### src/following_error_supervisor_core_macros.svh
// ----------------------------------------------------------------------------
// Following error supervisor: assertion macros
// Shared concurrent assertion forms, clocked on clk and disabled in reset.
// ----------------------------------------------------------------------------
`ifndef FOLLOWING_ERROR_SUPERVISOR_CORE_MACROS_SVH
`define FOLLOWING_ERROR_SUPERVISOR_CORE_MACROS_SVH

// Same-cycle implication
`define FES_ASSERT_IMPL(label, ante, cons, msg) \
    label: assert property (@(posedge clk) disable iff (!rst_n) (ante) |-> (cons)) \
        else $error(msg);

// Next-cycle implication
`define FES_ASSERT_NEXT(label, ante, cons, msg) \
    label: assert property (@(posedge clk) disable iff (!rst_n) (ante) |=> (cons)) \
        else $error(msg);

`endif

### src/fes_pkg.sv
// ----------------------------------------------------------------------------
// Following error supervisor package
// Command, state and output codes, timer constants and shared structs.
// ----------------------------------------------------------------------------
package fes_pkg;

    // Commands
    localparam logic [2:0] CMD_EVALUATE    = 3'd0;
    localparam logic [2:0] CMD_BEGIN_MOVE  = 3'd1;
    localparam logic [2:0] CMD_BEGIN_HOLD  = 3'd2;
    localparam logic [2:0] CMD_GO_IDLE     = 3'd3;
    localparam logic [2:0] CMD_CLEAR_FAULT = 3'd4;

    // Supervisor states
    localparam logic [2:0] ST_IDLE     = 3'd0;
    localparam logic [2:0] ST_MOVING   = 3'd1;
    localparam logic [2:0] ST_HOLDING  = 3'd2;
    localparam logic [2:0] ST_RECOVERY = 3'd3;
    localparam logic [2:0] ST_FAULT    = 3'd4;

    // Control modes
    localparam logic [1:0] MODE_OPEN_LOOP  = 2'd0;
    localparam logic [1:0] MODE_SPEED_TRIM = 2'd2;

    // Actions and tiers
    localparam logic [1:0] ACT_NONE   = 2'd0;
    localparam logic [1:0] ACT_SOFT   = 2'd1;
    localparam logic [1:0] ACT_HARD   = 2'd2;
    localparam logic [1:0] TIER_OBSERVE = 2'd0;
    localparam logic [1:0] TIER_RECOVER = 2'd1;
    localparam logic [1:0] TIER_FAULT   = 2'd2;

    // Config register indexes
    localparam logic [2:0] REG_HARD_LIMIT    = 3'd0;
    localparam logic [2:0] REG_MOVE_ERROR    = 3'd1;
    localparam logic [2:0] REG_HOLD_ERROR    = 3'd2;
    localparam logic [2:0] REG_MOVE_TIME     = 3'd3;
    localparam logic [2:0] REG_HOLD_TIME     = 3'd4;
    localparam logic [2:0] REG_RECOVERY_TIME = 3'd5;
    localparam logic [2:0] REG_MAX_RETRIES   = 3'd6;

    // Time keeping: microseconds held as milliseconds plus remainder
    localparam logic [10:0] US_PER_MS      = 11'd1000;
    localparam logic [22:0] TMR_MS_MAX     = 23'd4294967;  // (2^32-1) / 1000
    localparam logic [9:0]  TMR_REM_MAX    = 10'd295;      // (2^32-1) % 1000
    localparam logic [16:0] RECOVERY_MS_DEF = 17'd2000;
    // ceil(2^30 / 1000): exact quotient for any 20-bit tick
    localparam logic [20:0] DT_RECIP       = 21'd1073742;
    localparam logic [1:0]  BLANK_COUNT    = 2'd2;
    localparam logic [7:0]  RETRY_MAX      = 8'd255;

    typedef struct packed {
        logic [22:0] ms;
        logic [9:0]  rem;
    } fes_timer_t;

    typedef struct packed {
        logic [30:0] hard_limit;
        logic [28:0] move_error;
        logic [30:0] hold_error;
        logic [15:0] move_time_ms;
        logic [15:0] hold_time_ms;
        logic [15:0] recovery_time_ms;
        logic [7:0]  max_retries;
    } fes_cfg_t;

    typedef struct packed {
        logic [2:0]  command;
        logic [31:0] raw_error;
        logic [31:0] enc_velocity;
        logic [10:0] dt_ms;
        logic [9:0]  dt_rem;
        logic [31:0] revolution_count;
        logic [1:0]  control_mode;
        logic [31:0] target_velocity;
        logic        move_forward;
    } fes_item_t;

    typedef struct packed {
        logic [1:0]  action;
        logic [1:0]  tier;
        logic        direction;
        logic        fault_event;
        logic        recovery_event;
        logic        recovered_event;
        logic [2:0]  sup_state;
        logic [31:0] position_error;
        logic [31:0] velocity_error;
        logic [7:0]  retries_used;
        logic [22:0] error_duration_ms;
        logic        clear_accepted;
    } fes_result_t;

endpackage

### src/fes_dt_split.sv
// ----------------------------------------------------------------------------
// Tick splitter
// Splits a tick in microseconds into whole milliseconds and a remainder.
// ----------------------------------------------------------------------------
module fes_dt_split
    import fes_pkg::*;
(
    input  logic [19:0] tick_us,
    output logic [10:0] dt_ms,
    output logic [9:0]  dt_rem
);

    logic [40:0] prod;
    logic [10:0] quo;
    logic [20:0] quo_x1000;
    logic [20:0] diff;

    // Reciprocal multiply, quotient is exact for all 20-bit values
    assign prod = 41'(tick_us) * 41'(DT_RECIP);
    assign quo  = prod[40:30];

    // quo * 1000 = quo * (1024 - 16 - 8)
    assign quo_x1000 = {quo, 10'b0} - 21'({quo, 4'b0}) - 21'({quo, 3'b0});
    assign diff      = {1'b0, tick_us} - quo_x1000;

    assign dt_ms  = quo;
    assign dt_rem = diff[9:0];

endmodule

### src/fes_time_acc.sv
// ----------------------------------------------------------------------------
// Saturating time accumulator
// Adds a tick to a ms/remainder timer, saturating at 2^32-1 us, and flags
// when the sum is strictly above a millisecond limit.
// ----------------------------------------------------------------------------
module fes_time_acc
    import fes_pkg::*;
(
    input  fes_timer_t  acc,
    input  logic [10:0] dt_ms,
    input  logic [9:0]  dt_rem,
    input  logic [16:0] limit_ms,
    output fes_timer_t  sum,
    output logic        exceed
);

    logic [10:0] rem_sum;
    logic        carry;
    logic [10:0] rem_fix;
    logic [23:0] ms_sum;
    logic        sat;

    // Remainder with carry into milliseconds
    assign rem_sum = {1'b0, acc.rem} + {1'b0, dt_rem};
    assign carry   = (rem_sum >= US_PER_MS);
    assign rem_fix = carry ? (rem_sum - US_PER_MS) : rem_sum;
    assign ms_sum  = {1'b0, acc.ms} + 24'(dt_ms) + 24'(carry);

    // Saturate at the 32-bit microsecond ceiling
    assign sat = (ms_sum > {1'b0, TMR_MS_MAX})
              || ((ms_sum == {1'b0, TMR_MS_MAX}) && (rem_fix[9:0] > TMR_REM_MAX));

    always_comb
    begin
        if (sat)
        begin
            sum.ms  = TMR_MS_MAX;
            sum.rem = TMR_REM_MAX;
        end
        else
        begin
            sum.ms  = ms_sum[22:0];
            sum.rem = rem_fix[9:0];
        end
    end

    // us > limit * 1000
    assign exceed = (sum.ms > 23'(limit_ms))
                 || ((sum.ms == 23'(limit_ms)) && (sum.rem != 10'd0));

endmodule

### src/fes_supervisor.sv
// ----------------------------------------------------------------------------
// Supervisor state and evaluation
// Holds the supervisor state and computes one result per item from the
// registered item, the configuration and the current state.
// ----------------------------------------------------------------------------
`include "following_error_supervisor_core_macros.svh"

module fes_supervisor
    import fes_pkg::*;
(
    input  logic        clk,
    input  logic        rst_n,
    input  logic        item_fire,
    input  fes_item_t   item,
    input  fes_cfg_t    cfg,
    output fes_result_t result
);

    logic [2:0]  mode_reg,     mode_next;
    logic [2:0]  saved_reg,    saved_next;
    logic        fwd_reg,      fwd_next;
    logic [31:0] setpoint_reg, setpoint_next;
    logic [31:0] baseline_reg, baseline_next;
    logic        calib_reg,    calib_next;
    fes_timer_t  err_reg,      err_next;
    fes_timer_t  rec_reg,      rec_next;
    logic [7:0]  tally_reg,    tally_next;
    logic [31:0] revs_reg,     revs_next;
    logic [1:0]  blank_reg,    blank_next;

    logic [31:0] perr;
    logic [31:0] mag;
    logic        trim;
    logic        hard_hit;
    logic [31:0] thr;
    logic [16:0] err_limit;
    logic        over_thr;
    logic [16:0] rec_limit;
    logic [1:0]  blank_eff;
    fes_timer_t  err_sum;
    logic        err_exceed;
    fes_timer_t  rec_sum;
    logic        rec_exceed;
    logic        go_fault;
    logic        go_recover;
    logic        go_idle;

    // Error relative to baseline; zero on the capturing evaluate
    assign perr = calib_reg ? 32'd0 : (item.raw_error - baseline_reg);
    assign mag  = perr[31] ? (32'd0 - perr) : perr;
    assign trim = (item.control_mode == MODE_SPEED_TRIM);

    assign hard_hit = (cfg.hard_limit != 31'd0) && (mag > {1'b0, cfg.hard_limit});

    // Threshold and debounce time for the current state
    always_comb
    begin
        priority if (mode_reg == ST_HOLDING)
        begin
            thr       = {1'b0, cfg.hold_error};
            err_limit = {1'b0, cfg.hold_time_ms};
        end
        else if (trim)
        begin
            thr       = {1'b0, cfg.move_error, 2'b00};
            err_limit = {cfg.move_time_ms, 1'b0};
        end
        else
        begin
            thr       = {3'b000, cfg.move_error};
            err_limit = {1'b0, cfg.move_time_ms};
        end
    end

    assign over_thr  = (thr != 32'd0) && (mag > thr);
    assign rec_limit = (cfg.recovery_time_ms != 16'd0) ? {1'b0, cfg.recovery_time_ms}
                                                       : RECOVERY_MS_DEF;
    assign blank_eff = (item.revolution_count != revs_reg) ? BLANK_COUNT : blank_reg;

    fes_time_acc u_err_acc (
        .acc      (err_reg),
        .dt_ms    (item.dt_ms),
        .dt_rem   (item.dt_rem),
        .limit_ms (err_limit),
        .sum      (err_sum),
        .exceed   (err_exceed)
    );

    fes_time_acc u_rec_acc (
        .acc      (rec_reg),
        .dt_ms    (item.dt_ms),
        .dt_rem   (item.dt_rem),
        .limit_ms (rec_limit),
        .sum      (rec_sum),
        .exceed   (rec_exceed)
    );

    // Command decode and state evaluation
    always_comb
    begin
        mode_next     = mode_reg;
        saved_next    = saved_reg;
        fwd_next      = fwd_reg;
        setpoint_next = setpoint_reg;
        baseline_next = baseline_reg;
        calib_next    = calib_reg;
        err_next      = err_reg;
        rec_next      = rec_reg;
        tally_next    = tally_reg;
        revs_next     = revs_reg;
        blank_next    = blank_reg;
        go_fault      = 1'b0;
        go_recover    = 1'b0;
        go_idle       = 1'b0;
        result        = '0;

        unique case (item.command)
            CMD_EVALUATE:
            begin
                if (calib_reg)
                begin
                    baseline_next = item.raw_error;
                    calib_next    = 1'b0;
                end
                result.position_error = perr;
                result.velocity_error = setpoint_reg - item.enc_velocity;
                result.direction      = fwd_reg;
                if (item.control_mode != MODE_OPEN_LOOP)
                begin
                    unique case (mode_reg)
                        ST_MOVING:
                        begin
                            if (hard_hit)
                            begin
                                go_fault = 1'b1;
                            end
                            else if (trim && (blank_eff != 2'd0))
                            begin
                                // index pulse blanking
                                revs_next  = item.revolution_count;
                                blank_next = blank_eff - 2'd1;
                                err_next   = '0;
                            end
                            else
                            begin
                                if (trim)
                                begin
                                    revs_next  = item.revolution_count;
                                    blank_next = blank_eff;
                                end
                                if (over_thr)
                                begin
                                    err_next   = err_sum;
                                    go_recover = err_exceed;
                                end
                                else
                                begin
                                    err_next = '0;
                                end
                            end
                        end
                        ST_HOLDING:
                        begin
                            if (hard_hit)
                            begin
                                go_fault = 1'b1;
                            end
                            else if (over_thr)
                            begin
                                err_next = err_sum;
                                go_fault = err_exceed;
                            end
                            else
                            begin
                                err_next = '0;
                            end
                        end
                        ST_RECOVERY:
                        begin
                            if ((cfg.move_error == 29'd0) || (mag < {3'b000, cfg.move_error}))
                            begin
                                // error back under threshold
                                mode_next              = saved_reg;
                                err_next               = '0;
                                rec_next               = '0;
                                result.direction       = 1'b0;
                                result.recovered_event = 1'b1;
                            end
                            else
                            begin
                                rec_next    = rec_sum;
                                go_fault    = rec_exceed || (tally_reg >= cfg.max_retries);
                                result.tier = TIER_RECOVER;
                            end
                        end
                        ST_FAULT:
                        begin
                            result.tier = TIER_FAULT;
                        end
                        default:
                        begin
                        end
                    endcase
                end
            end
            CMD_BEGIN_MOVE:
            begin
                setpoint_next = item.target_velocity;
                fwd_next      = item.move_forward;
                mode_next     = ST_MOVING;
                err_next      = '0;
                tally_next    = 8'd0;
                calib_next    = 1'b1;
            end
            CMD_BEGIN_HOLD:
            begin
                mode_next  = ST_HOLDING;
                err_next   = '0;
                calib_next = 1'b1;
            end
            CMD_GO_IDLE:
            begin
                go_idle = 1'b1;
            end
            CMD_CLEAR_FAULT:
            begin
                if (mode_reg == ST_FAULT)
                begin
                    go_idle               = 1'b1;
                    result.clear_accepted = 1'b1;
                end
            end
            default:
            begin
            end
        endcase

        // Fault entry
        if (go_fault)
        begin
            mode_next          = ST_FAULT;
            result.action      = ACT_HARD;
            result.tier        = TIER_FAULT;
            result.direction   = 1'b0;
            result.fault_event = 1'b1;
        end

        // Recovery entry
        if (go_recover)
        begin
            saved_next            = mode_reg;
            mode_next             = ST_RECOVERY;
            tally_next            = (tally_reg == RETRY_MAX) ? tally_reg : tally_reg + 8'd1;
            rec_next              = '0;
            result.action         = ACT_SOFT;
            result.tier           = TIER_RECOVER;
            result.direction      = 1'b0;
            result.recovery_event = 1'b1;
        end

        // Return to idle
        if (go_idle)
        begin
            mode_next     = ST_IDLE;
            setpoint_next = 32'd0;
            err_next      = '0;
            tally_next    = 8'd0;
            rec_next      = '0;
            baseline_next = 32'd0;
            calib_next    = 1'b0;
        end

        result.sup_state         = mode_next;
        result.retries_used      = tally_next;
        result.error_duration_ms = err_next.ms;
    end

    // State registers
    always_ff @(posedge clk or negedge rst_n)
    begin
        if (!rst_n)
        begin
            mode_reg     <= ST_IDLE;
            saved_reg    <= ST_IDLE;
            fwd_reg      <= 1'b0;
            setpoint_reg <= 32'd0;
            baseline_reg <= 32'd0;
            calib_reg    <= 1'b0;
            err_reg      <= '0;
            rec_reg      <= '0;
            tally_reg    <= 8'd0;
            revs_reg     <= 32'd0;
            blank_reg    <= 2'd0;
        end
        else if (item_fire)
        begin
            mode_reg     <= mode_next;
            saved_reg    <= saved_next;
            fwd_reg      <= fwd_next;
            setpoint_reg <= setpoint_next;
            baseline_reg <= baseline_next;
            calib_reg    <= calib_next;
            err_reg      <= err_next;
            rec_reg      <= rec_next;
            tally_reg    <= tally_next;
            revs_reg     <= revs_next;
            blank_reg    <= blank_next;
        end
    end

    // Checks
    `FES_ASSERT_IMPL(a_err_timer_range, 1'b1, (err_reg.rem < US_PER_MS[9:0]) && (err_reg.ms <= TMR_MS_MAX), "error timer out of range")
    `FES_ASSERT_IMPL(a_blank_range, 1'b1, blank_reg != 2'd3, "blanking count above two")
    `FES_ASSERT_IMPL(a_recovery_counted, mode_reg == ST_RECOVERY, tally_reg != 8'd0, "recovery without a counted retry")

endmodule

### src/following_error_supervisor_core.sv
// ----------------------------------------------------------------------------
// Following error supervisor core
// Supervises stepper following error: baseline capture, hard limit, debounced
// move and hold thresholds, speed-trim blanking, recovery with timeout and
// retry limit.
//
//   Channel  Handshake               Payload
//   in       in_valid / in_stall     command ... move_forward
//   out      out_valid / out_stall   action ... clear_accepted
//   cfg      cfg_we                  cfg_index, cfg_data
//
// One item per cycle sustained while out_stall is low. An accepted item is
// evaluated from the input register and its result is registered in the
// result register when that register is free or being taken.
// out_stall holds the result register; the input register still takes one
// more item, then in_stall rises.
// rst_n clears the handshake, the supervisor state and all config registers.
// ----------------------------------------------------------------------------
`include "following_error_supervisor_core_macros.svh"

module following_error_supervisor_core
    import fes_pkg::*;
(
    input  logic               clk,
    input  logic               rst_n,

    // Configuration
    input  logic               cfg_we,
    input  logic [2:0]         cfg_index,
    input  logic [30:0]        cfg_data,

    // Input items
    input  logic               in_valid,
    output logic               in_stall,
    input  logic [2:0]         command,
    input  logic signed [31:0] cmd_position,
    input  logic signed [31:0] enc_position,
    input  logic signed [31:0] enc_velocity,
    input  logic [19:0]        tick_us,
    input  logic signed [31:0] revolution_count,
    input  logic [1:0]         control_mode,
    input  logic signed [31:0] target_velocity,
    input  logic               move_forward,

    // Result items
    output logic               out_valid,
    input  logic               out_stall,
    output logic [1:0]         action,
    output logic [1:0]         tier,
    output logic               direction,
    output logic               fault_event,
    output logic               recovery_event,
    output logic               recovered_event,
    output logic [2:0]         sup_state,
    output logic signed [31:0] position_error,
    output logic signed [31:0] velocity_error,
    output logic [7:0]         retries_used,
    output logic [22:0]        error_duration_ms,
    output logic               clear_accepted
);

    fes_cfg_t    cfg_reg;
    logic        in_valid_reg;
    fes_item_t   item_reg;
    fes_item_t   item_next;
    logic        out_valid_reg;
    fes_result_t result_reg;
    fes_result_t result_next;
    logic        in_accept;
    logic        advance;
    logic        item_fire;
    logic [10:0] dt_ms;
    logic [9:0]  dt_rem;

    // Configuration registers
    always_ff @(posedge clk or negedge rst_n)
    begin
        if (!rst_n)
        begin
            cfg_reg <= '0;
        end
        else if (cfg_we)
        begin
            unique case (cfg_index)
                REG_HARD_LIMIT:    cfg_reg.hard_limit       <= cfg_data;
                REG_MOVE_ERROR:    cfg_reg.move_error       <= cfg_data[28:0];
                REG_HOLD_ERROR:    cfg_reg.hold_error       <= cfg_data;
                REG_MOVE_TIME:     cfg_reg.move_time_ms     <= cfg_data[15:0];
                REG_HOLD_TIME:     cfg_reg.hold_time_ms     <= cfg_data[15:0];
                REG_RECOVERY_TIME: cfg_reg.recovery_time_ms <= cfg_data[15:0];
                REG_MAX_RETRIES:   cfg_reg.max_retries      <= cfg_data[7:0];
                default:
                begin
                end
            endcase
        end
    end

    // Handshake: the result register frees when empty or being taken
    assign advance   = !out_valid_reg || !out_stall;
    assign item_fire = in_valid_reg && advance;
    assign in_stall  = in_valid_reg && !advance;
    assign in_accept = in_valid && !in_stall;

    // Tick split ahead of the input register
    fes_dt_split u_dt_split (
        .tick_us (tick_us),
        .dt_ms   (dt_ms),
        .dt_rem  (dt_rem)
    );

    always_comb
    begin
        item_next.command          = command;
        item_next.raw_error        = $unsigned(cmd_position - enc_position);
        item_next.enc_velocity     = $unsigned(enc_velocity);
        item_next.dt_ms            = dt_ms;
        item_next.dt_rem           = dt_rem;
        item_next.revolution_count = $unsigned(revolution_count);
        item_next.control_mode     = control_mode;
        item_next.target_velocity  = $unsigned(target_velocity);
        item_next.move_forward     = move_forward;
    end

    // Input register
    always_ff @(posedge clk or negedge rst_n)
    begin
        if (!rst_n)
        begin
            in_valid_reg <= 1'b0;
        end
        else if (in_accept)
        begin
            in_valid_reg <= 1'b1;
        end
        else if (item_fire)
        begin
            in_valid_reg <= 1'b0;
        end
    end

    always_ff @(posedge clk)
    begin
        if (in_accept)
        begin
            item_reg <= item_next;
        end
    end

    fes_supervisor u_supervisor (
        .clk       (clk),
        .rst_n     (rst_n),
        .item_fire (item_fire),
        .item      (item_reg),
        .cfg       (cfg_reg),
        .result    (result_next)
    );

    // Result register
    always_ff @(posedge clk or negedge rst_n)
    begin
        if (!rst_n)
        begin
            out_valid_reg <= 1'b0;
        end
        else if (item_fire)
        begin
            out_valid_reg <= 1'b1;
        end
        else if (!out_stall)
        begin
            out_valid_reg <= 1'b0;
        end
    end

    always_ff @(posedge clk)
    begin
        if (item_fire)
        begin
            result_reg <= result_next;
        end
    end

    assign out_valid         = out_valid_reg;
    assign action            = result_reg.action;
    assign tier              = result_reg.tier;
    assign direction         = result_reg.direction;
    assign fault_event       = result_reg.fault_event;
    assign recovery_event    = result_reg.recovery_event;
    assign recovered_event   = result_reg.recovered_event;
    assign sup_state         = result_reg.sup_state;
    assign position_error    = $signed(result_reg.position_error);
    assign velocity_error    = $signed(result_reg.velocity_error);
    assign retries_used      = result_reg.retries_used;
    assign error_duration_ms = result_reg.error_duration_ms;
    assign clear_accepted    = result_reg.clear_accepted;

    // Checks
    `FES_ASSERT_IMPL(a_fault_event_state, out_valid_reg && result_reg.fault_event, result_reg.sup_state == ST_FAULT, "fault item without fault state")
    `FES_ASSERT_IMPL(a_recovery_event_state, out_valid_reg && result_reg.recovery_event, (result_reg.sup_state == ST_RECOVERY) && (result_reg.tier == TIER_RECOVER), "recovery item inconsistent")
    `FES_ASSERT_NEXT(a_held_item_kept, in_valid_reg && !advance, in_valid_reg, "held item dropped from input register")

endmodule

### config.mk
export PLATFORM = sky130hd
export DESIGN_NAME = following_error_supervisor_core
export DESIGN_NICKNAME = d
export VERILOG_FILES = /design/src/fes_pkg.sv /design/src/fes_dt_split.sv /design/src/fes_time_acc.sv /design/src/fes_supervisor.sv /design/src/following_error_supervisor_core.sv
export VERILOG_INCLUDE_DIRS = /design/src /design/src/src
export SDC_FILE = /design/constraint.sdc
export NUM_CORES = 2
export LEC_CHECK = 0
export BUFFER_PORTS_ARGS = -buffer_cell sky130_fd_sc_hd__buf_2
export CAP_MARGIN = 15
export CORE_MARGIN = 2
export CORE_UTILIZATION = 62
export CTS_CLUSTER_DIAMETER = 40
export DETAILED_ROUTE_END_ITERATION = 7
export PLACE_DENSITY = 0.82
export RECOVER_POWER = 25
export SYNTH_ARGS = -nofsm -noshare
export SYNTH_HDL_FRONTEND = slang
export SYNTH_SLANG_ARGS = --single-unit
### constraint.sdc
create_clock -name clk -period 11.2 [get_ports clk]
set_clock_uncertainty 0.15 [all_clocks]
set_input_delay 3.36 -clock clk [delete_from_list [all_inputs] [get_ports clk]]
set_output_delay 3.36 -clock clk [all_outputs]
set_load 0.02 [all_outputs]
==> summary.txt <==
Status
  • Outcome: finished with violations
  • Violated checks: capacitance limit, slew limit

Clocking
  • CTS H-Tree Depth: 3
  • Setup Fix Bufs, Post-CTS: 0
  • Sinks on Clock Net: 591
  • Hold-fix buffers at CTS: 0
  • CTS buffer count: 87
  • Post-CTS Resized: 0
  • Reg clk slew, reported paths: 0.06 ns
  • Longest Clk Path Bufs: 3
  • Clk_lat worst skew: 0.65 ns
  • CTS tree: yes
  • Root Buffer: clkbuf_16

Floorplan
  • Core Box Area: 0.0657 sq mm
  • Die W: 261 um
  • Initial Util: 62.5%
  • Die area: 0.0684 sq mm
  • I/O pin total: 334
  • Site row count: 94
  • Die H: 261 um

Detailed routing
  • Vias: 33700
  • WL/cell: 20.9 um
  • Total Wirelength: 113 mm
  • Vias/cell: 6.20
  • DRC Markers: 0
  • Post-route ant nets: 0
  • Initial drt markers: 2857
  • DRT Pass-1 Iters: 6

Critical path
  • CP required: 11.51 ns
  • Peak fanout along the critical path: 22
  • Worst Path Arrival: 11.06 ns
  • Setup Crit Path Kind: flip-flop to flip-flop
  • Setup crit start kind: flip-flop
  • CP max-delay cell: fa_1
  • Cell repeated most along the worst path: a21o_1
  • Crit. End Element: flip-flop
  • CP max stage delay: 0.45 ns

Timing
  • Slew headroom: -319%
  • Setup TNS: 0 ns
  • Pins Over Slew Limit: 294
  • Hold Slack: 0.310 ns
  • Endpoints failing hold: 0
  • Slew @ Worst Pin: 6.29 ns
  • Post-layout min period: 10.76 ns
  • Setup Viol. Count Final: 0
  • Fmax: 0.0930 GHz
  • Final period utilization: 96.1%
  • RSZ-0062 raised after global routing: false

Global route
  • Met1 Track Usage GR: 43.5%
  • First-pass GRT wire length: 178 mm
  • Pin count of the biggest net entering global routing: 174
  • Total grt overflow: 0
  • Initial antenna violation count: 18
  • Vias in the first global route: 33000
  • Met3 usage: 7.37%
  • GR peak layer: met2
  • Total track usage: 33.2%
  • Met2 usage: 52.8%

Synthesis
  • Sequential fraction of the synthesis area: 39.2%
  • Post-synth cell types: 111
  • Post-synth net total: 4893
  • Asr flop ratio synth: 55.7%
  • Number of flops mapped to enable cells by yosys: 262
  • Yosys synthesis warning count: 0
  • Post-synthesis cell area: 0.0411 sq mm
  • Synthesized flop and latch total: 591
  • Syn avg cell area: 9.97 sq um
  • Ys flop type: dfrtp_1
  • Synthesized instance count: 4124

Power and ir drop
  • Tot Pwr: 12500 uW
  • Pwr dens: 266 mW/mm^2
  • Maximum VDD drop: 269 uV
  • Leakage: 0.0220 uW

Job
  • Max-Cap Viols: 5

Finish
  • Proportion of layout cells with a drive suffix above 1: 16.5%
  • Nets@finish: 5242
  • Syn-to-layout area delta: 14.3%
  • Max FFs per register: 155

Place
  • Routability cong.: 1.01
  • DP HPWL: 83.7 mm
  • PortBufs: 333

Worst hold path
  • Worst Hold Class: flip-flop to flip-flop
[cell usage after synthesis (15+ instances only)]
cell | instances | area, sq um
edfxtp_1 | 262 | 7870
fa_1 | 100 | 2000
a21o_1 | 88 | 661
nor4_1 | 40 | 250
dfrtp_1 | 329 | 8230
o21a_1 | 50 | 375
o21ai_0 | 227 | 1140
o31ai_1 | 24 | 180
xor2_1 | 77 | 674
or2_2 | 24 | 150
nor2b_1 | 43 | 269
nand2b_1 | 45 | 282
o21ai_1 | 17 | 85.1
xnor2_1 | 117 | 1020
a22o_1 | 61 | 534
and3_1 | 33 | 206
a211oi_1 | 26 | 195
inv_1 | 418 | 1570
nand3_1 | 111 | 556
nand2_1 | 345 | 1290
a31o_2 | 15 | 131
ha_1 | 444 | 5560
nand4_1 | 46 | 288
a21oi_1 | 220 | 1100
mux2_2 | 127 | 1430
nor3b_1 | 15 | 113
clkbuf_1 | 112 | 420
a31oi_1 | 33 | 206
mux2i_1 | 17 | 170
a32o_1 | 17 | 170
nor2_1 | 261 | 980
nor3_1 | 78 | 390
and2_1 | 17 | 106
or3_1 | 20 | 125
[layout by cell type, fill, tap and decap left out, types with 19 or more instances in the layout]
cell type	count
fa_1	100
nor3_1	77
nor4_1	40
edfxtp_1	262
ha_1	444
mux2_2	127
o21ai_0	228
nor2_1	260
and3_1	33
inv_1	417
o31ai_1	24
a22o_1	61
dfrtp_1	329
xor2_1	77
nand2_1	345
diode_2	19
o21a_1	50
or3_1	19
nand3_1	111
or2_2	24
a211oi_1	27
buf_2	326
clkbuf_1	22
nor2b_1	42
nand2b_1	44
a31oi_1	33
a21o_1	88
clkbuf_16	95
a21oi_1	219
buf_4	52
nand4_1	46
xnor2_1	117
[layout make-up]
| type | instances | area, sq um |
|---|---|---|
| multi-input combinational | 2980 | 22900 |
| fill | 4710 | 18700 |
| sequential | 591 | 16100 |
| clock buffer | 107 | 2470 |
| timing repair buffer | 395 | 2110 |
| inverter | 418 | 1570 |
| tap | 864 | 1080 |
| clock inverter | 57 | 672 |
| antenna | 19 | 47.5 |
[where the power goes]
part	internal [uW]	leakage [uW]	switching (uW)	total, uW
clock network	1780	0.00153	1110	2890
logic	2700	0.0137	3980	6680
registers	2680	0.00676	259	2940
total	7160	0.0220	5350	12500
[path summary, 6_finish.rpt]
kind / from / cells past startpoint / slack, ns / endpoint
min in group asynchronous: rst_n / 1 / 4.85 / u_supervisor.setpoint_reg[14]
max in group asynchronous: rst_n / 1 / 2.45 / u_supervisor.rec_reg[0]
setup / recovery: item_reg[67] / 40 / 0.44 / retries_used[6]
setup reg to reg: item_reg[67] / 40 / 0.44 / retries_used[6]
hold reg to reg: item_reg[11] / 1 / 0.31 / u_supervisor.setpoint_reg[10]
hold / removal: item_reg[11] / 1 / 0.31 / u_supervisor.setpoint_reg[10]
[per-stage QoR]
stage / utilization [%] / std cells / instance area, sq um / worst slack (ns)
after floorplan: - / 4124 / 41100 / 0.597
after global placement: 66.7 / 5247 / 43900 / 0.0532
after detailed placement: 66.7 / 5247 / 43900 / -0.0288
after CTS: 71.5 / 5411 / 47000 / 0.616
after global routing: 71.5 / 5428 / 47000 / 0.00318
final: 71.5 / 5431 / 47000 / 0.442
[kinds of logic (layout without fill, tap and decap cells)]
kind of cell | after synthesis | after routing | synth area share [%]
compound gates | 966 | 966 | 15.9
xor+xnor | 194 | 194 | 4.13
flops | 591 | 591 | 39.2
other cells | 0 | 19 | 0
buf+inv | 553 | 977 | 5.12
mux | 144 | 144 | 3.89
fa+ha+maj | 544 | 544 | 18.4
simple gates | 1132 | 1132 | 13.4
[critical path: cells and delay by family (launching register included)]
family	cells	cell delay (ns)
simple gates	10	2.40
xor+xnor	1	0.23
fa+ha+maj	5	1.83
buf+inv	3	0.45
flops	1	0.41
compound gates	21	5.07
[layer usage]
| layer | wire (um) | part of all wire [%] | vias to the layer above |
|---|---|---|---|
| met4 | 5460 | 4.8 | 4 |
| li1 | - | - | 15500 |
| met1 | 45300 | 40 | 16300 |
| met5 | 27 | 0.024 | - |
| met2 | 52700 | 46 | 1518 |
| met3 | 9960 | 8.8 | 349 |
Note: power is estimated with default switching activity, not from simulation.
